**config.mk**
```make
export PLATFORM = sky130hd
export DESIGN_NAME = rmst_min
export DESIGN_NICKNAME = d
export VERILOG_FILES = /design/src/sv/rmst_min.sv
export SDC_FILE = /design/constraint.sdc
export NUM_CORES = 1
export LEC_CHECK = 0
export ABC_AREA = 1
export ABC_CLOCK_PERIOD_IN_PS = 2500
export BUFFER_PORTS_ARGS = -buffer_cell sky130_fd_sc_hd__buf_2
export CAP_MARGIN = 15
export CORE_MARGIN = 3
export CORE_UTILIZATION = 44
export DETAILED_ROUTE_END_ITERATION = 8
export PLACE_DENSITY = 0.94
export SLEW_MARGIN = 20
export SYNTH_ARGS = -nofsm -noshare
export SYNTH_HDL_FRONTEND = slang
export SYNTH_SLANG_ARGS = --single-unit
export TNS_END_PERCENT = 100
```
**constraint.sdc**
```tcl
create_clock -name vclk -period 2.5
set_input_delay 0.5 -clock vclk [all_inputs]
set_output_delay 0.5 -clock vclk [all_outputs]
set_load 0.005 [all_outputs]
```
**src/sv/rmst_min.sv**
```systemverilog
`timescale 1ns / 1ps
// Shared signed minimum unit, used by both the table build and the queries.
// No dependencies.
module rmst_min #(
  parameter int unsigned DATA_W = 32
) (
  input  logic signed [DATA_W-1:0] a_i,
  input  logic signed [DATA_W-1:0] b_i,
  output logic signed [DATA_W-1:0] min_o
);

  // ties pick a, as the build and query merges expect
  assign min_o = (a_i <= b_i) ? a_i : b_i;

endmodule

```
==> results of run 1 <==
==> cells by family after synthesis <==
kind of cell	Yosys count	synth area share
buf+inv	53	0.162
fa+ha+maj	32	0.284
simple gates	150	0.478
compound gates	19	0.0754
==> metrics by stage <==
stage	setup TNS, ps	worst slack, ps	area, um^2
after floorplan	0	197	1410
after global placement	-4180	-140	2060
after detailed placement	-4850	-173	2060
after CTS	-2400	-94.4	2480
==> what timing repair did <==
action,4_1_cts
endpoints found under the hold margin,0
endpoints found under the setup margin,32
hold buffers,0
gates resized for setup,80
pin swaps,40
setup buffers,2
==> results by group, run 1 <==
Floorplanning
  – Ports: 96
  – FP Rows: 19
  – Die extent in x: ~63 um
  – Starting density of the core: 0.486
  – Die Height: between 60 and 70 um

Synthesis
  – Share of the synthesized area in the top cell type: 0.284
  – Most frequent cell after synthesis: nand2_1
  – Largest area contributor in the netlist: ha_1
  – Unique masters post-synth: 18
  – Post-synthesis sequential area ratio: 0
  – Synthesized area per cell: between 5 and 6 um^2
  – Synth warn: 0
  – Syn nets: 350
  – Synth area leaders: ha_1 (28%), nand2_1 (27%), nand4_1 (15%)
  – Post-synthesis cell count: between 200 and 300
  – Synth cell count leaders: nand2_1 (102), inv_1 (41), nand4_1 (34), ha_1 (32), a21oi_1 (13)
  – Synth Cell Area: about 1400 um^2

Run status
  – Stopped at: global routing (5_1_grt)
  – Log Error: [ERROR DPL-0038] Utilization greater than 100%, impossible to legalize
  – Result of the run: stopped before the end

Place
  – DPL Wire Length: between 3 and 4 mm
  – Placed Instances: ~400
  – GP Congestion: a little under 0.9
  – # port buffers: 96

STA
  – GRT worst endpoint: min_o[7]
  – Worst EP kind: primary output

GRT
  – Largest net degree at the start of global routing: 22
==> inputs of run 2 (changes only) <==
--- a/config.mk
+++ b/config.mk
@@ -10,9 +10,9 @@
 export BUFFER_PORTS_ARGS = -buffer_cell sky130_fd_sc_hd__buf_2
 export CAP_MARGIN = 15
 export CORE_MARGIN = 3
-export CORE_UTILIZATION = 44
+export CORE_UTILIZATION = 35
 export DETAILED_ROUTE_END_ITERATION = 8
-export PLACE_DENSITY = 0.94
+export PLACE_DENSITY_LB_ADDON = 0.15
 export SLEW_MARGIN = 20
 export SYNTH_ARGS = -nofsm -noshare
 export SYNTH_HDL_FRONTEND = slang
==> results by group, run 2 <==
Run status
  – Result of the run: finished, violations left
  – Failing checks: negative setup slack

Clock network
  – Post-cts hold buffer count: 0

GRT
  – Global route overflow: 0
  – Vias in the first global route: ~2,000
  – GRT busiest layer: met2
  – Initial antenna violation count: 0
  – Grt met2 use: 0.383
  – First-pass GRT wire length: 8.60 mm
  – Grt met1 use: 0.253
  – Met3 usage in global routing: 0.0203
  – Largest net degree at the start of global routing: 22
  – Total GRT Usage: 0.205

Setup path
  – Required @ worst endpoint: approximately 2000 ps
  – Crit-path cells: buf_2 -> ha_4 -> a21oi_2 -> o21a_1 -> nand2_2 -> a21oi_4 -> buf_4 -> nand2_4 -> nand2_4 -> nand3_4 -> buf_6 -> nand2_1 -> nand2_1 -> buf_2
  – Worst setup path startpoint: a_i[21]
  – Worst Setup Start Kind: input port
  – CP endpoint kind: output pin
  – Crit Path Category: input port to output pin
  – Max FO, Critical Path: 6
  – WP data arrival: around 2300 ps
  – CP peak stage delay: 250 ps
  – CP max-delay cell: ha_4

Floorplanning
  – Starting density of the core: 0.374
  – Die area: a little under 5000 um^2
  – CORE AREA: 3770 um^2
  – Die extent in x: about 69 um
  – FP Rows: 22
  – Ports: 96
  – Die Height: 69.5 um

Synthesis
  – Synth cell count leaders: nand2_1 (102), inv_1 (41), nand4_1 (34), ha_1 (32), a21oi_1 (13)
  – Synth area leaders: ha_1 (28%), nand2_1 (27%), nand4_1 (15%)
  – Post-synthesis cell count: around 250
  – Synth Cell Area: between 1000 and 1500 um^2
  – Synth warn: 0
  – Share of the synthesized area in the top cell type: 0.284
  – Post-synthesis sequential area ratio: 0
  – Largest area contributor in the netlist: ha_1
  – Synthesized area per cell: around 5.6 um^2
  – Most frequent cell after synthesis: nand2_1
  – Unique masters post-synth: 18
  – Syn nets: 350

STA
  – Fin crit share: 1.10
  – Final Hold Fails: 0
  – Final Worst Setup Slack: -245 ps
  – Max Slew Vio Count: 0
  – # setup viols final: 32
  – Setup_tns: -6480 ps
  – RSZ-0062 raised after global routing: true
  – Least-Margin Pin Slew: 204 ps
  – Fmax: approximately 0.36 GHz
  – Max-slew headroom: 0.864
  – Minimum clock period: 2750 ps

Pwr
  – Switching share of total power: 0.481
  – Max IR drop VDD: approximately 0.00020 V
  – Comb pwr share: 1.000
  – PD cells: 285 nW/um^2
  – Clock share of power: 0
  – Leak: about 1.6 nW
  – Sequential share of power: 0
  – Total power draw: approximately 0.84 mW
  – Sw power: between 0.4 and 0.5 mW
  – Internal: approximately 0.44 mW

Place
  – Placed Instances: 400
  – DPL Wire Length: 3.44 mm
  – # port buffers: between 90 and 100
  – GP Congestion: roughly 0.74

Drt
  – DRT iter0 DRCs: 70
  – Final wirelength: 6.05 mm
  – # DRC: 0
  – Vias/cell: 5.21
  – Routed WL per cell: about 15 um
  – Antenna viol nets, final: 0
  – Via count: 2,145
  – Drt pass-1 iters: 4

Worst hold path
  – Hold Path Origin: a_i[31]
  – Hold Crit Class: input port to output pin

Layout
  – Commonest non-fill, non-tap cells in the layout: buf_2 (76), nand2_1 (46), nand2_2 (42)
  – FF+latch count: 0
  – Reg area: 0 um^2
  – Final core area utilization: 0.781
  – Layout cells sized above 1: 0.662
  – Area growth syn-to-layout: 109%
  – Fin cells: 412
  – Most common cell after layout, fill and taps aside: buf_2
  – # clk buffers: 0
  – Ant diodes: 0
  – Layout Nets: about 460
  – # fillers: about 280

Run
  – Max-cap violations: 0
## run 2: layout make-up
cell class	count	area, um^2	share of cell area
inverter	41	161	0.0548
multi-input combinational	201	1740	0.590
timing repair buffer	122	986	0.335
tap	48	60.1	0.0204
## run 2: worst max-delay path: cells and delay by family
family	cells	cell delay (ps)
fa+ha+maj	1	250
simple gates	6	490
buf+inv	4	610
compound gates	3	410
## run 2: final timing paths
check	endpoint	slack, ps	cells after the start
worst min-delay path	min_o[31]	1260	4
worst max-delay path	min_o[9]	-250	14
## run 2: kinds of logic after synthesis
| kind of cell | after synthesis | synth area share |
|---|---|---|
| AO/OA/AOI/OAI | 19 | 0.0754 |
| adder cells (fa/ha/maj) | 32 | 0.284 |
| buffers and inverters | 53 | 0.162 |
| AND/OR/NAND/NOR | 150 | 0.478 |
## run 2: power by group through the flow
stage	Clock [mW]	Combinational, mW	Sequential [mW]
2_1_floorplan	0	0.277	0
6_report	0	0.839	0
5_1_grt	0	0.908	0
3_3_place_gp	0	0.504	0
4_1_cts	0	0.669	0
3_5_place_dp	0	0.508	0
## run 2: repair_timing
action | in CTS | in global routing
pin swaps | 24 | 25
endpoints found under the setup margin | 32 | 32
setup buffers | 6 | 0
resized for setup | 87 | 81
gates cloned | 3 | 3
## run 2: stage by stage
step | hold slack [ps] | setup slack, ps | cell area (um^2)
3_5_place_dp | 1270 | -214 | 2040
6_report | 1260 | -245 | 2950
5_1_grt | 1290 | -375 | 2950
4_1_cts | 1270 | -114 | 2620
2_1_floorplan | 1090 | 197 | 1410
3_3_place_gp | 1270 | -191 | 2040
## run 2: layer usage
metal / wire [um] / part of all wire / vias to the layer above
met3: 392 / 0.065 / 12
met1: 2320 / 0.38 / 988
met4: 78 / 0.013 / 0
met2: 3260 / 0.54 / 81
li1: - / - / 1064
met5: 0 / 0 / -
Power figures use the tool's default switching activity.
