<file path="config.mk">
export PLATFORM = sky130hd
export DESIGN_NAME = rmst_ctrl
export DESIGN_NICKNAME = d
export VERILOG_FILES = /design/src/sv/rmst_pkg.sv /design/src/sv/rmst_ctrl.sv
export SDC_FILE = /design/constraint.sdc
export NUM_CORES = 1
export LEC_CHECK = 0
export BUFFER_PORTS_ARGS = -buffer_cell sky130_fd_sc_hd__buf_2
export CAP_MARGIN = 20
export CORE_MARGIN = 3
export CORE_UTILIZATION = 50
export CTS_CLUSTER_SIZE = 12
export DETAILED_ROUTE_END_ITERATION = 8
export PLACE_DENSITY_LB_ADDON = 0.12
export SLEW_MARGIN = 10
export SYNTH_ARGS = -nofsm -noshare
export SYNTH_HDL_FRONTEND = slang
export SYNTH_SLANG_ARGS = --single-unit
</file>
<file path="constraint.sdc">
create_clock -name clk_i -period 6.67 [get_ports clk_i]
set_input_delay 1.0005 -clock clk_i [delete_from_list [all_inputs] [get_ports clk_i]]
set_output_delay 1.0005 -clock clk_i [all_outputs]
set_load 0.02 [all_outputs]
</file>
<file path="src/sv/rmst_pkg.sv">
`timescale 1ns / 1ps
// Shared types and constants for the range-minimum sparse table block.
// No dependencies; used by rmst_ctrl, the top and the bench.
package rmst_pkg;

  // Fixed field widths of the stream payloads
  localparam int unsigned VALUE_W     = 32;
  localparam int unsigned IDX_FIELD_W = 10;
  localparam int unsigned IN_TDATA_W  = 56;  // value, left, right, zero pad to bytes
  localparam int unsigned OUT_TDATA_W = 32;

  // Operation codes carried in s_axis_tuser
  localparam logic OP_LOAD  = 1'b0;
  localparam logic OP_QUERY = 1'b1;

  typedef enum logic [2:0] {
    ST_IDLE,
    ST_BLD_LVL,
    ST_BLD_RD,
    ST_BLD_WR,
    ST_QRY
  } state_e;

  typedef struct packed {
    state_e state;
    logic   table_ready;
  } stat_t;

endpackage

</file>
<file path="src/sv/rmst_ctrl.sv">
`timescale 1ns / 1ps
// Sequencer for loads, table build and queries, plus the result register.
// Depends on rmst_pkg.
module rmst_ctrl #(
  parameter int unsigned MAX_ELEMENTS = 1024,
  parameter int unsigned LEVELS       = 11,
  parameter int unsigned DATA_WIDTH   = 32,
  parameter int unsigned ADDR_W       = $clog2(LEVELS * MAX_ELEMENTS)
) (
  input  logic                                  clk_i,
  input  logic                                  rst_ni,
  input  logic                                  in_valid_i,
  output logic                                  in_ready_o,
  input  logic                                  in_op_i,
  input  logic signed [rmst_pkg::VALUE_W-1:0]   in_value_i,
  input  logic                                  in_last_i,
  input  logic [rmst_pkg::IDX_FIELD_W-1:0]      in_left_i,
  input  logic [rmst_pkg::IDX_FIELD_W-1:0]      in_right_i,
  output logic                                  out_valid_o,
  input  logic                                  out_ready_i,
  output logic signed [rmst_pkg::VALUE_W-1:0]   out_min_o,
  output logic                                  out_err_o,
  output logic                                  mem_we_o,
  output logic [ADDR_W-1:0]                     mem_waddr_o,
  output logic [DATA_WIDTH-1:0]                 mem_wdata_o,
  output logic [ADDR_W-1:0]                     mem_raddr_a_o,
  output logic [ADDR_W-1:0]                     mem_raddr_b_o,
  input  logic signed [DATA_WIDTH-1:0]          min_i,
  output rmst_pkg::stat_t                       stat_o
);

  localparam int unsigned CNT_W = $clog2(MAX_ELEMENTS + 1);
  localparam int unsigned LVL_W = $clog2(LEVELS + 1);
  localparam int unsigned IDX_W = rmst_pkg::IDX_FIELD_W;
  localparam int unsigned CMP_W = (CNT_W > IDX_W) ? CNT_W : IDX_W;
  localparam int unsigned LEN_W = IDX_W + 1;
  localparam int unsigned LOG_W = $clog2(LEN_W);

  function automatic logic [ADDR_W-1:0] tbl_addr(input logic [LVL_W-1:0] lvl,
                                                  input logic [CMP_W-1:0] idx);
    tbl_addr = ADDR_W'(lvl) * ADDR_W'(MAX_ELEMENTS) + ADDR_W'(idx);
  endfunction

  rmst_pkg::state_e state_q, state_d;
  logic [CNT_W-1:0]  count_q, count_d;
  logic              ready_q, ready_d;
  logic [LVL_W-1:0]  lvl_q, lvl_d;
  logic [CNT_W-1:0]  idx_q, idx_d;
  logic [ADDR_W-1:0] qa_q, qa_d, qb_q, qb_d;
  logic              out_valid_q, out_valid_d;
  logic signed [rmst_pkg::VALUE_W-1:0] out_min_q, out_min_d;
  logic              out_err_q, out_err_d;

  logic              accept;
  logic              q_err;
  logic [LEN_W-1:0]  len;
  logic [LOG_W-1:0]  lg;
  logic [LVL_W-1:0]  k;
  logic [LEN_W-1:0]  second;
  logic [CNT_W-1:0]  cnt_base;
  logic              room;
  logic [CNT_W-1:0]  half;
  logic [CNT_W-1:0]  left_cnt;

  always_ff @(posedge clk_i or negedge rst_ni) begin
    if (!rst_ni) begin
      state_q     <= rmst_pkg::ST_IDLE;
      count_q     <= '0;
      ready_q     <= 1'b0;
      lvl_q       <= '0;
      idx_q       <= '0;
      out_valid_q <= 1'b0;
    end else begin
      state_q     <= state_d;
      count_q     <= count_d;
      ready_q     <= ready_d;
      lvl_q       <= lvl_d;
      idx_q       <= idx_d;
      out_valid_q <= out_valid_d;
    end
  end

  always_ff @(posedge clk_i) begin
    qa_q      <= qa_d;
    qb_q      <= qb_d;
    out_min_q <= out_min_d;
    out_err_q <= out_err_d;
  end

  // Query decode: bounds check, floor log2 of the length, second window start
  always_comb begin
    q_err = !ready_q || (in_left_i > in_right_i) ||
            (CMP_W'(in_right_i) >= CMP_W'(count_q));
    len   = LEN_W'(in_right_i) - LEN_W'(in_left_i) + LEN_W'(1);
    lg    = '0;
    for (int b = 0; b < LEN_W; b++) begin
      if (len[b]) begin
        lg = LOG_W'(b);
      end
    end
    if (int'(lg) > LEVELS - 1) begin
      k = LVL_W'(LEVELS - 1);
    end else begin
      k = LVL_W'(lg);
    end
    second = LEN_W'(in_right_i) + LEN_W'(1) - (LEN_W'(1) << k);
  end

  always_comb begin
    cnt_base = ready_q ? '0 : count_q;
    room     = cnt_base < CNT_W'(MAX_ELEMENTS);
    half     = CNT_W'(1) << (lvl_q - LVL_W'(1));
    left_cnt = count_q - idx_q - CNT_W'(1);
  end

  assign in_ready_o = (state_q == rmst_pkg::ST_IDLE) && (!out_valid_q || out_ready_i);
  assign accept     = in_valid_i && in_ready_o;

  always_comb begin
    state_d     = state_q;
    count_d     = count_q;
    ready_d     = ready_q;
    lvl_d       = lvl_q;
    idx_d       = idx_q;
    qa_d        = qa_q;
    qb_d        = qb_q;
    out_valid_d = out_valid_q && !out_ready_i;
    out_min_d   = out_min_q;
    out_err_d   = out_err_q;

    mem_we_o      = 1'b0;
    mem_waddr_o   = tbl_addr('0, CMP_W'(cnt_base));
    mem_wdata_o   = DATA_WIDTH'(in_value_i);
    mem_raddr_a_o = tbl_addr(k, CMP_W'(in_left_i));
    mem_raddr_b_o = tbl_addr(k, CMP_W'(second));

    case (state_q)
      rmst_pkg::ST_IDLE: begin
        if (accept) begin
          if (in_op_i == rmst_pkg::OP_LOAD) begin
            ready_d  = 1'b0;
            mem_we_o = room;
            count_d  = room ? cnt_base + CNT_W'(1) : cnt_base;
            if (in_last_i) begin
              lvl_d   = LVL_W'(1);
              state_d = rmst_pkg::ST_BLD_LVL;
            end
          end else if (q_err) begin
            out_valid_d = 1'b1;
            out_min_d   = '0;
            out_err_d   = 1'b1;
          end else begin
            qa_d    = mem_raddr_a_o;
            qb_d    = mem_raddr_b_o;
            state_d = rmst_pkg::ST_QRY;
          end
        end
      end
      rmst_pkg::ST_BLD_LVL: begin
        if ((lvl_q == LVL_W'(LEVELS)) || ((count_q >> lvl_q) == '0)) begin
          ready_d = 1'b1;
          state_d = rmst_pkg::ST_IDLE;
        end else begin
          idx_d   = '0;
          state_d = rmst_pkg::ST_BLD_RD;
        end
      end
      rmst_pkg::ST_BLD_RD: begin
        mem_raddr_a_o = tbl_addr(lvl_q - LVL_W'(1), CMP_W'(idx_q));
        mem_raddr_b_o = tbl_addr(lvl_q - LVL_W'(1), CMP_W'(idx_q + half));
        state_d       = rmst_pkg::ST_BLD_WR;
      end
      rmst_pkg::ST_BLD_WR: begin
        mem_we_o    = 1'b1;
        mem_waddr_o = tbl_addr(lvl_q, CMP_W'(idx_q));
        mem_wdata_o = min_i;
        // another entry fits at this level while idx + 1 + 2^k <= count
        if ((left_cnt >> lvl_q) != '0) begin
          idx_d   = idx_q + CNT_W'(1);
          state_d = rmst_pkg::ST_BLD_RD;
        end else begin
          lvl_d   = lvl_q + LVL_W'(1);
          state_d = rmst_pkg::ST_BLD_LVL;
        end
      end
      rmst_pkg::ST_QRY: begin
        // read data of the two windows is ready; output slot drained at accept
        mem_raddr_a_o = qa_q;
        mem_raddr_b_o = qb_q;
        out_valid_d   = 1'b1;
        out_min_d     = rmst_pkg::VALUE_W'(min_i);
        out_err_d     = 1'b0;
        state_d       = rmst_pkg::ST_IDLE;
      end
      default: begin
        state_d = rmst_pkg::ST_IDLE;
      end
    endcase
  end

  assign out_valid_o        = out_valid_q;
  assign out_min_o          = out_min_q;
  assign out_err_o          = out_err_q;
  assign stat_o.state       = state_q;
  assign stat_o.table_ready = ready_q;

endmodule

</file>
==> implementation parameters, run 1 <==
Parameter                              Value

Floorplan
  Initial core utilization ... 51.1%
  # rows ... 46
  Die outline height ... 134 um
  Area inside the core boundary ... 0.0159 mm^2
  Number of ports placed on the die boundary ... 204
  Total Die Area ... 0.0179 mm^2
  Horizontal die dimension ... 134 um

Timing
  Achievable frequency ... 140 MHz
  Unrepaired setup endpoints after global routing ... yes
  Final-report hold violation count ... 0
  Max-slew violation count ... 0
  Hold WS ... 0.576 ns
  Slew @ Worst Pin ... 1.02 ns
  Tmin final ... 7.13 ns
  Final worst-path setup slack ... -0.463 ns
  Clk_skew ... 0.00890 ns
  Slew Limit Headroom ... 32.3%
  Setup Viol. Count Final ... 6
  Accumulated negative setup slack ... -1.36 ns
  Final Cycle Share ... 107%

Clock network
  Clock insertion delay at the later pin of the skew report ... 0.36 ns
  Clock buffers created by TritonCTS ... 9
  CTS H-tree lvls ... 3
  Clk sinks ... 92
  Clock tree root buffer cell ... clkbuf_16
  Clock Pin Slew Worst Setup and Hold Paths ... 0.07 ns
  CTS tree ... yes
  Clock Path Buffers ... 2

Routing
  Number of remaining DRC errors ... 0
  Router iterations before antenna repair ... 5
  Wire length after detailed routing ... 27,500 um
  Detailed-route via count ... 8,481
  Count of routing violations after the opening detailed-route iteration ... 830
  Per-cell routed wire length ... 19.1 um
  Antenna Violating Nets Remaining ... 0
  Detailed-route vias per instance ... 5.87

Place
  Detailed-placement wirelength estimate ... 20,500 um
  # port buffers ... 203
  Weighted congestion at the end of routability-driven global placement ... 0.952
  Worst setup slack after placement ... -0.678 ns

Power
  Internal Dissipation ... 1880 uW
  Power per cell area ... 342 mW/mm^2
  Register share of total power ... 22.3%
  Net Sw Frac ... 48.6%
  Combinational share of power ... 62.4%
  Leak ... 0.00512 uW
  Worst vdd rail ir drop ... 173 uV
  Clock network fraction of total power ... 15.3%
  Psw ... 1780 uW

Critical path
  Worst EP required ... 5.67 ns
  Worst-path fanout max ... 4
  Nature of the critical path startpoint ... primary input
  Data arrival time of the worst path ... 6.13 ns
  CP Capture Type ... output port
  Worst setup path class ... in2out
  Setup slack of the most critical reg-to-reg path ... 2.79 ns
  Depth of the worst register-to-register path ... 12

Hold path
  Cell count of the worst hold path ... 1
  Path category of the worst min-delay check ... reg2reg

Synth
  Yosys top cell by area ... edfxtp_1
  Warnings from Yosys ... 0
  Post-synth net total ... 1,143
  Gate count after technology mapping ... 956
  Share of flip-flops with an asynchronous set or reset ... 33.7%
  Distinct cell type count of the synthesized netlist ... 77
  Flops & latches, synth ... 92
  Fraction of the yosys area taken by sequential cells ... 32.0%
  Synth Flop Type ... edfxtp_1
  Area share of the leading cell type in the synthesized netlist ... 22.5%
  Main area contributors after synthesis ... edfxtp_1, ha_1, dfrtp_1
  Netlist Area Pre-Place ... 0.00815 mm^2
  Average instance area after synthesis ... 8.53 um^2
  EDFF count, synth ... 61

Status
  Result of the run ... complete, but fails checks
  Failing checks ... setup timing

Final layout
  Post-synthesis to final-layout area growth ... 31.5%
  Fraction of layout cells with a size suffix above 1 ... 31.7%
  Number of diodes added for antenna fixing ... 0
  Final Net Count ... 1,410

Global route
  First-pass GRT wire length ... 42,100 um
  Number of global-route vias before repair ... 7,857
  Total GRT Usage ... 29.7%
  Maximum number of pins on one net before global-route repair ... 56
  Initial antenna violation count ... 0
  GRT overflow ... 0

Job
  Maxcap violations ... 0
==> final timing paths <==
check | end | startpoint
worst max-delay path | mem_raddr_b_o[12] | in_right_i[1]
max in group asynchronous | out_valid_o | rst_ni
worst min-delay path | count_q[8] | count_q[8]
min in group asynchronous | lvl_q[0] | rst_ni
worst max register to register | lvl_q[3] | idx_q[0]
worst min register to register | count_q[8] | count_q[8]
==> layer usage <==
layer / share of wire, % / GRT usage (%)
met2: 47 / 49.7
met4: 3.0 / 10.2
met1: 41 / 38.8
met5: 0 / 0
met3: 9.4 / 5.36
==> layout make-up <==
class	count	area (um^2)
multi-input cells	750	5440
clock buffers	9	225
fillers	1338	5220
flip-flops and latches	92	2610
repair buffers	303	1820
well taps	216	270
clock inverters	7	93.8
inverters	67	269
==> state kept, by name, summed over array words and instances, names as in the netlist, 3 cells and up <==
signal and cells:
lvl_q 4, out_min_o 32, qb_q 14, count_q 11, qa_q 14, idx_q 11, state_q 3
==> logic make-up after synthesis <==
logic type	share of synthesized area (%)
flip-flops	32.0
XOR/XNOR	4.28
buffers and inverters	5.39
AND/OR/NAND/NOR	21.0
adder cells (fa/ha/maj)	15.3
multiplexers	1.26
AO/OA/AOI/OAI	20.8
==> timing repair <==
action,CTS,global route
endpoints found under the hold margin,0,0
buffers inserted,8,6
endpoints found under the setup margin,7,8
gates cloned,0,0
hold buffers,0,0
gates resized for setup,45,16
pin swaps,31,28
==> stage by stage <==
step	area (um^2)	utilization (%)	total power, uW	instances
floorplan	8270	-	2260	956
global placement	10100	63.0	2940	1415
detailed placement	10100	63.0	2970	1415
CTS	10600	66.5	3620	1439
global route	10700	67.3	3900	1444
finish	10700	67.3	3660	1444
==> worst max-delay path, stage by stage <==
cell	delay [ns]
buf_12	0.09
inv_12	0.03
ha_4	0.27
inv_4	0.04
ha_4	0.15
fa_2	0.39
a211oi_2	0.31
o21bai_2	0.12
a21oi_2	0.16
a41oi_2	0.15
a32oi_2	0.27
a21oi_2	0.12
buf_4	0.15
or3_4	0.38
ha_4	0.30
ha_4	0.20
a21o_1	0.19
a211oi_2	0.25
o21ai_1	0.12
a31o_2	0.23
a21oi_4	0.14
xnor2_2	0.10
nor3_2	0.20
ha_2	0.22
xnor2_2	0.08
a221o_1	0.31
buf_6	0.14
==> power by group through the flow <==
stage	registers (uW)	logic (uW)	clock network (uW)
global route	829	2480	589
floorplan	803	1460	0
finish	819	2280	560
global placement	824	2120	0
detailed placement	827	2140	0
CTS	814	2240	565
==> cell usage after synthesis (5+ instances only) <==
library cell  number
nor4_1             5
a41o_1             7
edfxtp_1          61
and3_1            48
nand3_1           16
mux2i_1            8
a21oi_1           50
xnor2_1           27
dfrtp_1           31
nor2_1            56
nand2b_1          12
a31oi_1            5
a211oi_1           6
nand2_1          147
ha_1              93
o21ai_0           50
nor2b_1            9
o21ai_1            5
o21bai_1           6
nor3_1            23
o31ai_1           12
inv_1             67
a211o_1            6
a22oi_1           21
xor2_1            11
or3_1              9
a221o_1            6
a21o_1            12
o2111ai_1          8
clkbuf_1          38
o21a_1             6
nand4_1           10
and2_1             6
==> placed cells by master (no fill, tap or decap), types with 7 or more instances in the layout <==
master     instances
ha_4               9
dfrtp_1           31
edfxtp_1          61
nand4_1           10
nor2b_1            8
a22oi_1           21
o2111ai_1          8
a21oi_1           43
xnor2_1           24
nor2_1            54
mux2i_1            8
nand2b_1          12
nand3_1           15
a21o_1            12
buf_2            195
ha_1              83
and3_1            47
nand2_1          147
o21ai_0           46
a41o_1             7
inv_1             61
clkbuf_16          9
o31ai_1           12
nor3_1            19
buf_4            101
or3_1              7
xor2_1            11
Power figures use the tool's default switching activity.
==> inputs of run 2 (changes only) <==
- CORE_MARGIN: 3 -> 8
- GPL_ROUTABILITY_DRIVEN: not set -> 0
==> run 2 against run 1 <==
Effect of this change: the flow still finishes with violations (setup timing); cell count up 0.90%; wire length up 5.2%; combinational power increased by 2%; hold slack better by 0.025 ns; count of clock-buffer cells in the layout stayed put; critical path type unchanged.
==> implementation parameters, run 2 (synthesized netlist as in run 1, its figures left out) <==
Parameter                              Value

Clock network
  Clock Path Buffers ... 2
  Clock buffers created by TritonCTS ... 9
  Clock tree root buffer cell ... clkbuf_16
  Clock Pin Slew Worst Setup and Hold Paths ... 0.07 ns
  Clk sinks ... 92
  CTS H-tree lvls ... 3
  CTS tree ... yes
  Clock insertion delay at the later pin of the skew report ... 0.35 ns

Timing
  Achievable frequency ... 143 MHz
  Accumulated negative setup slack ... -0.887 ns
  Tmin final ... 6.98 ns
  Final Cycle Share ... 105%
  Slew Limit Headroom ... 32.6%
  Clk_skew ... 0.00893 ns
  Final worst-path setup slack ... -0.311 ns
  Final-report hold violation count ... 0
  Setup Viol. Count Final ... 5
  Slew @ Worst Pin ... 1.01 ns
  Unrepaired setup endpoints after global routing ... yes
  Max-slew violation count ... 0

Status
  Failing checks ... setup timing
  Result of the run ... complete, but fails checks

Routing
  Count of routing violations after the opening detailed-route iteration ... 637
  Detailed-route vias per instance ... 5.87
  Per-cell routed wire length ... 19.9 um
  Router iterations before antenna repair ... 5
  Wire length after detailed routing ... 29,000 um
  Number of remaining DRC errors ... 0
  Antenna Violating Nets Remaining ... 0
  Detailed-route via count ... 8,546

Power
  Pwr Total ... 3670 uW
  Leak ... 0.00518 uW
  Power per cell area ... 338 mW/mm^2
  Worst vdd rail ir drop ... 184 uV

Critical path
  Combined buffer and inverter count along the critical path ... 6
  Data arrival time of the worst path ... 5.98 ns
  Worst setup path class ... in2out
  Largest stage delay on the critical path ... 0.39 ns
  Worst EP required ... 5.67 ns
  Slowest cell on crit path ... or3b_4
  CP Capture Type ... output port
  Cell type group with the largest total delay on the critical path ... compound AO/OA/AOI/OAI gates
  Nature of the critical path startpoint ... primary input
  Worst-path fanout max ... 4

Place
  # port buffers ... 203
  Detailed-placement wirelength estimate ... 21,800 um
  Post-DP Area ... 0.0101 mm^2

Floorplan
  Horizontal die dimension ... 144 um
  Total Die Area ... 0.0206 mm^2
  Number of ports placed on the die boundary ... 204
  Initial core utilization ... 51.3%
  Die outline height ... 144 um
  Area inside the core boundary ... 0.0159 mm^2
  # rows ... 46

Final layout
  Number of flip-flops under the largest register name ... 32
  Number of filler instances in the final layout ... 1,312
  Commonest cells after routing, fill and taps aside ... buf_2, nand2_1, buf_4, ha_1, inv_1
  Final cell area excluding filler cells ... 0.0109 mm^2
  Most common cell after layout, fill and taps aside ... buf_2
  Post-synthesis to final-layout area growth ... 33.3%
  Fraction of layout cells with a size suffix above 1 ... 33.0%
  Final standard cell utilization of the core ... 68.4%
  Final Net Count ... 1,422

Global route
  Maximum number of pins on one net before global-route repair ... 56
  Initial antenna violation count ... 1
  Total GRT Usage ... 27.1%
  GRT overflow ... 0
  First-pass GRT wire length ... 43,600 um
  Number of global-route vias before repair ... 8,033

Hold path
  Path category of the worst min-delay check ... reg2reg

Job
  Maxcap violations ... 0
-- run 2: per-layer routing --
layer,vias up,part of all wire (%),GRT usage [%]
met1,4010,41,34.6
met4,0,2.8,10.1
met3,52,10,6.74
li1,4055,-,-
met5,-,0,0
met2,429,46,43.6
-- run 2: through the flow --
step	hold WS, ns	cells	setup WS (ns)
2_1_floorplan	0.492	956	-0.00157
3_3_place_gp	0.572	1423	-0.472
3_5_place_dp	0.582	1423	-0.502
4_1_cts	0.593	1450	-0.259
5_1_grt	0.608	1457	-0.513
6_report	0.601	1457	-0.311
-- run 2: power by group --
part           internal [uW]  total, uW  switching (uW)
Clock                    262        514             251
Combinational            910       2330            1420
Sequential               700        831             131
-- run 2: cell type report --
class	count	area [um^2]	share of cell area, %
Sequential cell	92	2610	24.0
Antenna cell	1	2.50	0.0230
Multi-Input combinational cell	750	5510	50.7
Timing Repair Buffer	315	1920	17.7
Inverter	67	267	2.45
Clock inverter	7	70.1	0.645
Tap cell	216	270	2.49
Clock buffer	9	225	2.07
-- run 2: path summary, 6_finish.rpt --
kind                               start                end  slack [ns]  cells after the start
max                        in_right_i[1]  mem_raddr_b_o[12]       -0.31                     28
min                           count_q[8]         count_q[8]        0.60                      1
max reg2reg                     idx_q[0]           lvl_q[3]        2.83                     12
min reg2reg                   count_q[8]         count_q[8]        0.60                      1
max in group asynchronous         rst_ni            ready_q        5.47                      1
min in group asynchronous         rst_ni           lvl_q[0]        0.71                      1
-- run 2: timing repair --
| item | CTS | global route |
|---|---|---|
| endpoints found under the setup margin | 7 | 9 |
| resized for setup | 41 | 30 |
| hold buffers | 0 | 0 |
| setup buffers | 11 | 7 |
| pin swaps | 34 | 38 |
